## src/hw/rtl/mbrot_pkg.sv

```systemverilog
// Shared types, constants and helper functions for the escape-time pixel engine.
// No dependencies; imported by mbrot_mul and mandelbrot_escape_time.
`default_nettype none

package mbrot_pkg;

    localparam int COORD_W  = 10;
    localparam int FIX_W    = 32;
    localparam int STEP_W   = 31;
    localparam int COUNT_W  = 16;
    localparam int PROD_W   = 2 * FIX_W;
    localparam int FRAC_BITS = 28;
    localparam int CFG_ADDR_W = 3;

    localparam int S_TDATA_W = 24;
    localparam int M_TDATA_W = 40;

    // Register indexes of the configuration port.
    localparam logic [CFG_ADDR_W-1:0] REG_REAL_START = 3'd0;
    localparam logic [CFG_ADDR_W-1:0] REG_IMAG_START = 3'd1;
    localparam logic [CFG_ADDR_W-1:0] REG_REAL_STEP  = 3'd2;
    localparam logic [CFG_ADDR_W-1:0] REG_IMAG_STEP  = 3'd3;
    localparam logic [CFG_ADDR_W-1:0] REG_ITER_LIMIT = 3'd4;

    // Reset values of the configuration registers.
    localparam logic signed [FIX_W-1:0] RST_REAL_START = -32'sd536870912;
    localparam logic signed [FIX_W-1:0] RST_IMAG_START = -32'sd402653184;
    localparam logic [STEP_W-1:0]       RST_REAL_STEP  = 31'd786432;
    localparam logic [STEP_W-1:0]       RST_IMAG_STEP  = 31'd786432;
    localparam logic [COUNT_W-1:0]      RST_ITER_LIMIT = 16'd256;

    // Escape threshold: 4.0 in Q4.28.
    localparam logic signed [FIX_W+1:0] ESCAPE_MAG = 34'sd1073741824;

    // Operand pair handed to the shared multiplier.
    typedef struct packed {
        logic signed [FIX_W-1:0] a;
        logic signed [FIX_W-1:0] b;
    } mul_op_t;

    // Clamp a wide signed value to the signed 32-bit range.
    function automatic logic signed [FIX_W-1:0] sat32(input logic signed [PROD_W-1:0] v);
        logic signed [FIX_W-1:0] r;
        if (v > 64'sd2147483647) begin
            r = 32'sh7FFF_FFFF;
        end else if (v < -64'sd2147483648) begin
            r = 32'sh8000_0000;
        end else begin
            r = v[FIX_W-1:0];
        end
        return r;
    endfunction

endpackage

`default_nettype wire

```

## src/hw/rtl/mbrot_mul.sv

```systemverilog
// Shared signed 32x32 multiplier with a registered 64-bit product.
// Depends on mbrot_pkg for the operand struct and widths.
`default_nettype none

module mbrot_mul (
    input  wire logic                              aclk,
    input  wire mbrot_pkg::mul_op_t                op,
    output logic signed [mbrot_pkg::PROD_W-1:0]    prod
);
    import mbrot_pkg::*;

    logic signed [PROD_W-1:0] prod_reg;
    logic signed [PROD_W-1:0] prod_next;

    assign prod_next = PROD_W'(op.a) * PROD_W'(op.b);

    // The product is payload only; the sequencer knows when it is valid.
    always_ff @(posedge aclk) begin
        prod_reg <= prod_next;
    end

    assign prod = prod_reg;

endmodule

`default_nettype wire

```

## src/hw/rtl/mandelbrot_escape_time.sv

```systemverilog
// Top level of the escape-time pixel engine: sequencer, state and stream ports.
// Depends on mbrot_pkg and instantiates the shared multiplier mbrot_mul.
//
//   Channel   Direction  Handshake          Payload (lowest bit first)
//   s_        in         s_tvalid/s_tready  column[9:0], row[19:10], zero pad to 24
//   m_        out        m_tvalid/m_tready  pixel_column[9:0], pixel_row[19:10],
//                                           escape_count[35:20], zero pad to 40
//   cfg_      in         cfg_we             cfg_addr selects the register, cfg_wdata
//
// The time a word takes grows with the iterations it runs, up to the limit L,
// which is 256 after reset. It is set by the single multiplier, which forms the
// three products of each iteration one after another.
// Reset (aresetn low, synchronous) loads the register reset values, clears
// the state and empties the output register. The input side is ready only
// while the sequencer is idle; a stalled result waits in the output register
// and the next word is accepted as soon as the result has been loaded there.
`default_nettype none

module mandelbrot_escape_time (
    input  wire logic                                 aclk,
    input  wire logic                                 aresetn,
    // Input word: column[9:0], row[19:10], zeros above.
    input  wire logic [mbrot_pkg::S_TDATA_W-1:0]      s_tdata,
    input  wire logic                                 s_tvalid,
    output logic                                      s_tready,
    // Result word: pixel_column[9:0], pixel_row[19:10], escape_count[35:20], zeros above.
    output logic [mbrot_pkg::M_TDATA_W-1:0]           m_tdata,
    output logic                                      m_tvalid,
    input  wire logic                                 m_tready,
    // Configuration write port.
    input  wire logic                                 cfg_we,
    input  wire logic [mbrot_pkg::CFG_ADDR_W-1:0]     cfg_addr,
    input  wire logic [mbrot_pkg::FIX_W-1:0]          cfg_wdata
);
    import mbrot_pkg::*;

    // Sequencer states. Each iteration runs through ITER_A to ITER_D; the
    // multiplier operands for its three products are issued in ITER_A to ITER_C.
    typedef enum logic [8:0] {
        ST_IDLE   = 9'b000000001,
        ST_CRE    = 9'b000000010,
        ST_CIM    = 9'b000000100,
        ST_CI     = 9'b000001000,
        ST_ITER_A = 9'b000010000,
        ST_ITER_B = 9'b000100000,
        ST_ITER_C = 9'b001000000,
        ST_ITER_D = 9'b010000000,
        ST_DONE   = 9'b100000000
    } state_t;

    state_t state_reg, state_next;

    // Configuration registers.
    logic signed [FIX_W-1:0] real_start_reg, real_start_next;
    logic signed [FIX_W-1:0] imag_start_reg, imag_start_next;
    logic [STEP_W-1:0]       real_step_reg, real_step_next;
    logic [STEP_W-1:0]       imag_step_reg, imag_step_next;
    logic [COUNT_W-1:0]      limit_reg, limit_next;

    // Pixel coordinates of the word being worked on.
    logic [COORD_W-1:0] col_reg, col_next;
    logic [COORD_W-1:0] row_reg, row_next;

    // Iteration state.
    logic signed [FIX_W-1:0] cr_reg, cr_next;
    logic signed [FIX_W-1:0] ci_reg, ci_next;
    logic signed [FIX_W-1:0] zr_reg, zr_next;
    logic signed [FIX_W-1:0] zi_reg, zi_next;
    logic signed [FIX_W-1:0] r2_reg, r2_next;
    logic signed [FIX_W-1:0] i2_reg, i2_next;
    logic [COUNT_W-1:0]      count_reg, count_next;

    // Output register.
    logic                   m_valid_reg, m_valid_next;
    logic [M_TDATA_W-1:0]   m_data_reg, m_data_next;

    // Shared multiplier.
    mul_op_t                  mul_op;
    logic signed [PROD_W-1:0] prod;

    // Datapath terms formed from the registered product.
    logic signed [PROD_W-1:0] prod_sq;
    logic signed [PROD_W-1:0] prod_cross;
    logic signed [FIX_W-1:0]  coord_re;
    logic signed [FIX_W-1:0]  coord_im;
    logic signed [FIX_W-1:0]  sq_now;
    logic signed [FIX_W+1:0]  mag;
    logic                     escaped;
    logic                     s_accept;
    logic                     out_free;

    mbrot_mul u_mul (
        .aclk (aclk),
        .op   (mul_op),
        .prod (prod)
    );

    assign s_tready = (state_reg == ST_IDLE);
    assign s_accept = s_tvalid && s_tready;
    assign out_free = !m_valid_reg || m_tready;

    // The arithmetic shift gives the floor of the scaled product. The cross
    // term is doubled by shifting one place less.
    assign prod_sq    = prod >>> FRAC_BITS;
    assign prod_cross = prod >>> (FRAC_BITS - 1);

    assign coord_re = sat32(PROD_W'(real_start_reg) + prod);
    assign coord_im = sat32(PROD_W'(imag_start_reg) + prod);
    assign sq_now   = sat32(prod_sq);

    // In ITER_C the real square is in r2_reg and the imaginary square is
    // just coming out of the multiplier.
    assign mag     = (FIX_W+2)'(r2_reg) + (FIX_W+2)'(sq_now);
    assign escaped = (mag >= ESCAPE_MAG);

    // Operand selection for the multiplier.
    always_comb begin
        mul_op.a = zr_reg;
        mul_op.b = zi_reg;
        case (state_reg)
            ST_CRE: begin
                mul_op.a = $signed({1'b0, real_step_reg});
                mul_op.b = $signed({{(FIX_W-COORD_W){1'b0}}, col_reg});
            end
            ST_CIM: begin
                mul_op.a = $signed({1'b0, imag_step_reg});
                mul_op.b = $signed({{(FIX_W-COORD_W){1'b0}}, row_reg});
            end
            ST_ITER_A: begin
                mul_op.a = zr_reg;
                mul_op.b = zr_reg;
            end
            ST_ITER_B: begin
                mul_op.a = zi_reg;
                mul_op.b = zi_reg;
            end
            default: begin
                mul_op.a = zr_reg;
                mul_op.b = zi_reg;
            end
        endcase
    end

    // Configuration writes; indexes past the list are ignored.
    always_comb begin
        real_start_next = real_start_reg;
        imag_start_next = imag_start_reg;
        real_step_next  = real_step_reg;
        imag_step_next  = imag_step_reg;
        limit_next      = limit_reg;
        if (cfg_we) begin
            case (cfg_addr)
                REG_REAL_START: real_start_next = cfg_wdata;
                REG_IMAG_START: imag_start_next = cfg_wdata;
                REG_REAL_STEP:  real_step_next  = cfg_wdata[STEP_W-1:0];
                REG_IMAG_STEP:  imag_step_next  = cfg_wdata[STEP_W-1:0];
                REG_ITER_LIMIT: limit_next      = cfg_wdata[COUNT_W-1:0];
                default: ;
            endcase
        end
    end

    // Sequencer and iteration datapath.
    always_comb begin
        state_next   = state_reg;
        col_next     = col_reg;
        row_next     = row_reg;
        cr_next      = cr_reg;
        ci_next      = ci_reg;
        zr_next      = zr_reg;
        zi_next      = zi_reg;
        r2_next      = r2_reg;
        i2_next      = i2_reg;
        count_next   = count_reg;
        m_valid_next = m_valid_reg;
        m_data_next  = m_data_reg;

        if (m_valid_reg && m_tready) begin
            m_valid_next = 1'b0;
        end

        case (state_reg)
            ST_IDLE: begin
                if (s_accept) begin
                    col_next   = s_tdata[COORD_W-1:0];
                    row_next   = s_tdata[2*COORD_W-1:COORD_W];
                    count_next = '0;
                    state_next = ST_CRE;
                end
            end
            ST_CRE: begin
                state_next = ST_CIM;
            end
            ST_CIM: begin
                // The starting point of the orbit is c itself.
                cr_next    = coord_re;
                zr_next    = coord_re;
                state_next = ST_CI;
            end
            ST_CI: begin
                ci_next    = coord_im;
                zi_next    = coord_im;
                state_next = ST_ITER_A;
            end
            ST_ITER_A: begin
                // The loop index equals the count, since an escape ends the loop.
                if (count_reg == limit_reg) begin
                    state_next = ST_DONE;
                end else begin
                    state_next = ST_ITER_B;
                end
            end
            ST_ITER_B: begin
                r2_next    = sq_now;
                state_next = ST_ITER_C;
            end
            ST_ITER_C: begin
                i2_next = sq_now;
                if (escaped) begin
                    state_next = ST_DONE;
                end else begin
                    count_next = count_reg + 1'b1;
                    state_next = ST_ITER_D;
                end
            end
            ST_ITER_D: begin
                zr_next    = sat32(PROD_W'(r2_reg) - PROD_W'(i2_reg) + PROD_W'(cr_reg));
                zi_next    = sat32(PROD_W'(sat32(prod_cross)) + PROD_W'(ci_reg));
                state_next = ST_ITER_A;
            end
            ST_DONE: begin
                if (out_free) begin
                    m_valid_next = 1'b1;
                    m_data_next  = {{(M_TDATA_W-2*COORD_W-COUNT_W){1'b0}},
                                    count_reg, row_reg, col_reg};
                    state_next   = ST_IDLE;
                end
            end
            default: begin
                state_next = ST_IDLE;
            end
        endcase
    end

    always_ff @(posedge aclk) begin
        if (!aresetn) begin
            state_reg      <= ST_IDLE;
            real_start_reg <= RST_REAL_START;
            imag_start_reg <= RST_IMAG_START;
            real_step_reg  <= RST_REAL_STEP;
            imag_step_reg  <= RST_IMAG_STEP;
            limit_reg      <= RST_ITER_LIMIT;
            zr_reg         <= '0;
            zi_reg         <= '0;
            count_reg      <= '0;
            m_valid_reg    <= 1'b0;
        end else begin
            state_reg      <= state_next;
            real_start_reg <= real_start_next;
            imag_start_reg <= imag_start_next;
            real_step_reg  <= real_step_next;
            imag_step_reg  <= imag_step_next;
            limit_reg      <= limit_next;
            zr_reg         <= zr_next;
            zi_reg         <= zi_next;
            count_reg      <= count_next;
            m_valid_reg    <= m_valid_next;
        end
    end

    // Payload registers need no reset.
    always_ff @(posedge aclk) begin
        col_reg    <= col_next;
        row_reg    <= row_next;
        cr_reg     <= cr_next;
        ci_reg     <= ci_next;
        r2_reg     <= r2_next;
        i2_reg     <= i2_next;
        m_data_reg <= m_data_next;
    end

    assign m_tvalid = m_valid_reg;
    assign m_tdata  = m_data_reg;

`ifndef SYNTHESIS
    // An accepted word always starts the coordinate computation.
    a_accept_starts: assert property (@(posedge aclk) disable iff (!aresetn)
        s_accept |=> state_reg == ST_CRE)
        else $error("accepted word did not start the sequencer");

    // While a pixel is in flight its count never passes the limit.
    a_count_bound: assert property (@(posedge aclk) disable iff (!aresetn)
        (state_reg != ST_IDLE) |-> (count_reg <= limit_reg))
        else $error("iteration count passed the limit");

    // A result appears only when the sequencer finishes a pixel.
    a_result_source: assert property (@(posedge aclk) disable iff (!aresetn)
        $rose(m_valid_reg) |-> $past(state_reg == ST_DONE))
        else $error("result word appeared without a finished pixel");
`endif

endmodule

`default_nettype wire

```

## config.mk

```make
export PLATFORM = sky130hd
export DESIGN_NAME = mandelbrot_escape_time
export DESIGN_NICKNAME = d
export VERILOG_FILES = /design/src/hw/rtl/mbrot_pkg.sv /design/src/hw/rtl/mbrot_mul.sv /design/src/hw/rtl/mandelbrot_escape_time.sv
export SDC_FILE = /design/constraint.sdc
export NUM_CORES = 2
export LEC_CHECK = 0
export BUFFER_PORTS_ARGS = -buffer_cell sky130_fd_sc_hd__buf_4
export CORE_UTILIZATION = 40
export CTS_CLUSTER_SIZE = 8
export DETAILED_ROUTE_END_ITERATION = 8
export SYNTH_ARGS = -nofsm -noshare
export SYNTH_HDL_FRONTEND = slang
export SYNTH_HIERARCHICAL = 1
export SYNTH_SLANG_ARGS = --single-unit
```

## constraint.sdc

```tcl
create_clock -name aclk -period 12.7 [get_ports aclk]
set_input_delay 1.27 -clock aclk [delete_from_list [all_inputs] [get_ports aclk]]
set_output_delay 1.27 -clock aclk [all_outputs]
set_load 0.005 [all_outputs]
```

# [After elaboration in Yosys (flattened, before gate mapping)]
# Cells that the tools add are included.
[op_classes] add_sub_neg=7 mul=1 div=0 magnitude_cmp=13 eq_ne=17 shift=0 mux=27 bitwise_logic=0 n_reduce_logical=18
[op_table] op="32-bit two-way mux" n=13
[op_table] op="64-bit one-hot mux with 4 select lines" n=1
[op_table] op="32-bit by 64-bit adder with 64-bit output" n=2
[op_table] op="64-bit by 32-bit greater-than comparator with 1-bit output, second input constant" n=2
[op_table] op="64-bit by 32-bit less-than comparator with 1-bit output, second input constant" n=2
[op_table] op="32-bit one-hot mux with 2 select lines" n=2
[op_table] op="9-bit one-hot mux with 8 select lines" n=1
[op_table] op="32-bit by 32-bit adder with 33-bit output" n=2
[op_table] op="32-bit by 32-bit multiplier with 64-bit output" n=1
[op_table] op="37-bit by 32-bit greater-than comparator with 1-bit output, second input constant" n=1
[op_table] op="37-bit by 32-bit less-than comparator with 1-bit output, second input constant" n=1
[op_table] op="36-bit by 32-bit greater-than comparator with 1-bit output, second input constant" n=1
[op_table] op="36-bit by 32-bit less-than comparator with 1-bit output, second input constant" n=1
[op_table] op="9-bit two-way mux" n=4
[op_table] op="33-bit by 32-bit adder with 34-bit output" n=1
[op_table] op="34-bit by 32-bit greater-than comparator with 1-bit output, second input constant" n=1
[op_table] op="34-bit by 32-bit less-than comparator with 1-bit output, second input constant" n=1
[op_table] op="33-bit by 32-bit >= comparator with 1-bit output, second input constant" n=1
[op_table] op="33-bit by 32-bit greater-than comparator with 1-bit output, second input constant" n=1
[op_table] op="33-bit by 32-bit less-than comparator with 1-bit output, second input constant" n=1
[op_table] op="32-bit by 32-bit subtractor with 33-bit output" n=1
[op_table] op="16-bit two-way mux" n=2
[op_table] op="16-bit one-hot mux with 2 select lines" n=1
[op_table] op="16-bit by 1-bit adder with 16-bit output, second input constant" n=1
[op_table] op="24 further kinds" n=38
[word_totals] register_bits=480 latch_bits=0 ramBits=0 romBits=0 n_memories=0

# [Depth between registers and ports, before layout]
[depth] depth_word=9 depth_mapped=36 depth_no_buf=33

# [Cells and area by module]
# Netlist, hierarchy kept.
[modules_own_cells] mod="mbrot_mul" n_inst=1 cells_each=3930 area_per_inst_um2=37422.1 seq_area_each_um2=1281.2
[modules_own_cells] mod="mandelbrot_escape_time" n_inst=1 cells_each=3842 area_per_inst_um2=31330.0 seq_area_each_um2=10169.8

# [Worst setup path before layout]
# OpenSTA, ideal clock, no wires.
[synth_path] path_kind="register -> register" start="reg state_reg[3]" end="reg u_mul.prod_reg[62] (netlist: u_mul/prod[62])" setup_ns=0.126 t_arrival_ns=10.054 setup_slack_ns=2.519 path_stages_with_launch=36 n_path_buf=5 cell_sequence="dfxtp_1 -> or3_1 -> nor3_1 -> nand2_1 -> nor3b_1 -> clkbuf_1 -> buf_1 -> buf_1 -> a222oi_1 -> nand2_1 -> clkbuf_1 -> nand2_1 -> fa_1 -> fa_1 -> inv_1 -> fa_1 -> inv_1 -> fa_1 -> inv_1 -> fa_1 -> fa_1 -> fa_1 -> inv_1 -> fa_1 -> inv_1 -> ha_1 -> clkbuf_1 -> a21oi_1 -> o21ai_1 -> a221oi_2 -> o22ai_1 -> a2111oi_4 -> nor2_2 -> a21oi_4 -> o211ai_1 -> xor2_1"
[synth_rtl] element="start, declared" line_no="mandelbrot_escape_time.sv:51" source="state_t state_reg, state_next;"
[synth_rtl] element="start signal, assigned" line_no="mandelbrot_escape_time.sv:258" source="state_reg <= state_next;"
[synth_rtl] element="end signal, assigned" line_no="mbrot_mul.sv:19" source="prod_reg <= prod_next;"
[synth_rtl] element="end, declared" line_no="mbrot_mul.sv:12" source="logic signed [PROD_W-1:0] prod_reg;"

==> metrics.txt <==
Logic pwr share=9.4%; Hold-fix buffers, CTS=0; CTS resizes=0; final setup skew=53.8 ps; min-delay src=imag_step_reg[22]; Placer Congestion=0.981; Period Utilization, post-route=91.2%; Pins Over Slew Limit=0; Fin Hold WS=455 ps; DR pass1 iterations=6; Syn Inst Count=7772; first-pass GRT wire length=342000 µm; CP dominant cell by count=fa_1; Final TNS setup=0 ps; layout filler cell count=16.8k; Clock Tree Buf Depth=3; CP Max Fanout=25; most frequent cell after synthesis=inv_1; number of flops mapped to enable cells by yosys=184; H-tree lvl count=3; Largest register FFs=64; setup bufs post-CTS=0; site row count=151; slowest stage delay, CP=680 ps; Area Overhead vs Synth=7.16%; gr usage total=25.6%; initial core utilization=40.4%; pin count of the biggest net entering global routing=94; status=complete, no violations; Most used DFF post-synth=dfxtp_1; number of routed nets with antenna violations=0; Synth top area share=32.6%; Ports=106; Final min period=11580 ps; cell area power density=51.1 nW/µm²; CP required=13230 ps; DIE AREA=174000 µm²; fin nets=9235; CTS sink cnt=480; reg2reg start=state_reg[4]; Achievable Freq=86.4 MHz; arrival time at the worst endpoint=12110 ps; Commonest cells post-synth=inv_1, fa_1, nand2_1; Post-Syn Area=68800 µm²; Setup crit end kind=flip-flop; Non-Filler Instances=9908; Internal=2750 µW; initial antenna violation count=10; area leader, netlist=fa_1; Rel. slew slack=11.6%; sequential area share after synthesis=16.7%; Port-buffer cells=97; die outline height=417 µm; clk_lat worst skew=640 ps; number of setup violations in the final report=0; unrepaired setup endpoints after global routing=no; Root Driver=clkbuf_16; crit start category=flip-flop; CP max stage cell=nor3b_2; vias per inst=5.60; vias in the first global route=56.8k; Max-cap violations=0; worst hold path class=reg -> reg; GR Overflow Total=0; Worst-Margin Slew=1320 ps; Sequential Power Share=43.2%; Wirelength per Cell=22.3 µm; DRC viols=0; Final Hold Viols=0; post-DP HPWL=177000 µm; NetSw=1010 µW; Crit path max-delay family=adder cells; Total Wirelength=221000 µm; synth top area cells=fa_1, dfxtp_1, edfxtp_1, ha_1, inv_1; vias=55.5k; synth warn=6; Sw Ratio=26.9%; crit path launch=state_reg[4]; total CTS buffers=70; FFs w/ async S/R, synth=0%; CP Class=reg -> reg; Leak=0.0350 µW; DP Cell Count=9790; core area=170000 µm²; CTS tree=done; power share of the clock group=47.4%; Reg clk slew, reported paths=60 ps; WP buf/inv=6; synthesized flop and latch total=480; Horiz. Die Dim=417 µm; maximum vdd drop=0.0811 mV; Power, Total=3760 µW; share of layout cells above drive strength 1=5.02%; Iteration-0 DRC Markers=4349; library cells used by synthesis=109; synthesized area per cell=8.85 µm²
[worst reg2reg max path, delay by kind of cell (launching register included)]
kind / cells / cell delay [ps]
adder cells (fa/ha/maj): 9 / 4420
AO/OA/AOI/OAI: 5 / 1900
buffers and inverters: 6 / 1290
flip-flops: 1 / 340
AND/OR/NAND/NOR: 11 / 3520
[stage by stage]
step,util [%],instance area [µm²],worst slack [ps]
after floorplan,-,68800,2520
after global placement,42.1,71600,1550
after detailed placement,42.1,71600,1370
after CTS,43.3,73700,1340
after global routing,43.3,73700,664
final,43.3,73700,1120
[cell type report]
| type | instances | area, µm² | share of cell area (%) |
|---|---|---|---|
| clock inverters | 9 | 148 | 0.200 |
| inverters | 1154 | 4330 | 5.88 |
| diodes | 3 | 7.51 | 0.0102 |
| multi-input cells | 5721 | 51400 | 69.8 |
| well taps | 2218 | 2780 | 3.77 |
| flip-flops and latches | 480 | 11500 | 15.5 |
| clock buffers | 106 | 1890 | 2.56 |
| repair buffers | 217 | 1630 | 2.21 |
[layout by cell type, fill, tap and decap left out, types with 29 or more instances in the layout]
cell type,count
a221o_1,31
nand4_1,90
o22ai_1,29
xor2_1,113
ha_1,409
buf_4,217
a211oi_1,32
dfxtp_1,296
a21oi_1,464
inv_1,1152
o31a_1,46
nand2b_1,32
nor2_1,300
clkbuf_1,36
clkbuf_16,70
fa_1,1118
o21ai_1,32
o21bai_1,43
o21a_1,74
nand2_1,1114
o21ai_0,243
edfxtp_1,184
a31oi_1,35
a21o_1,148
o211ai_1,35
a22o_1,42
nand3_1,99
and2_1,535
xnor2_1,145
nor3_1,71
[metal layers]
layer	track usage, %	vias up	wire length, µm
met5	0	-	23
met4	9.37	4	8730
met3	2.74	354	13100
met2	42.9	1854	106000
met1	34.2	28300	93900
li1	-	25000	-
[power groups by stage]
stage	registers, µW	logic (µW)	clock network (µW)
floorplan	1650	222	0
global placement	1650	345	0
detailed placement	1650	346	0
CTS	1620	348	1800
global route	1620	385	1870
finish	1620	356	1780
[worst paths after layout]
check / endpoint / cells after the start / slack, ps
setup / recovery: u_mul/prod[63] / 31 / 1120
hold / removal: imag_step_reg[22] / 2 / 450
setup reg to reg: u_mul/prod[63] / 31 / 1120
hold reg to reg: imag_step_reg[22] / 2 / 450
[kinds of logic (layout without fill, tap and decap cells)]
kind of cell / after synthesis / in the layout / synth area share (%)
xor gates and xnor gates: 258 / 258 / 3.29
AOI/OAI and AO/OA: 1484 / 1484 / 14.2
DFF: 480 / 480 / 16.7
other: 1 / 7 / 0.00545
adders and majority gates: 1527 / 1527 / 40.0
buffers and inverters: 1574 / 1486 / 8.68
muxes: 13 / 13 / 0.198
and+or+nand+nor: 2435 / 2435 / 16.9
(Power assumes the default switching activity.)
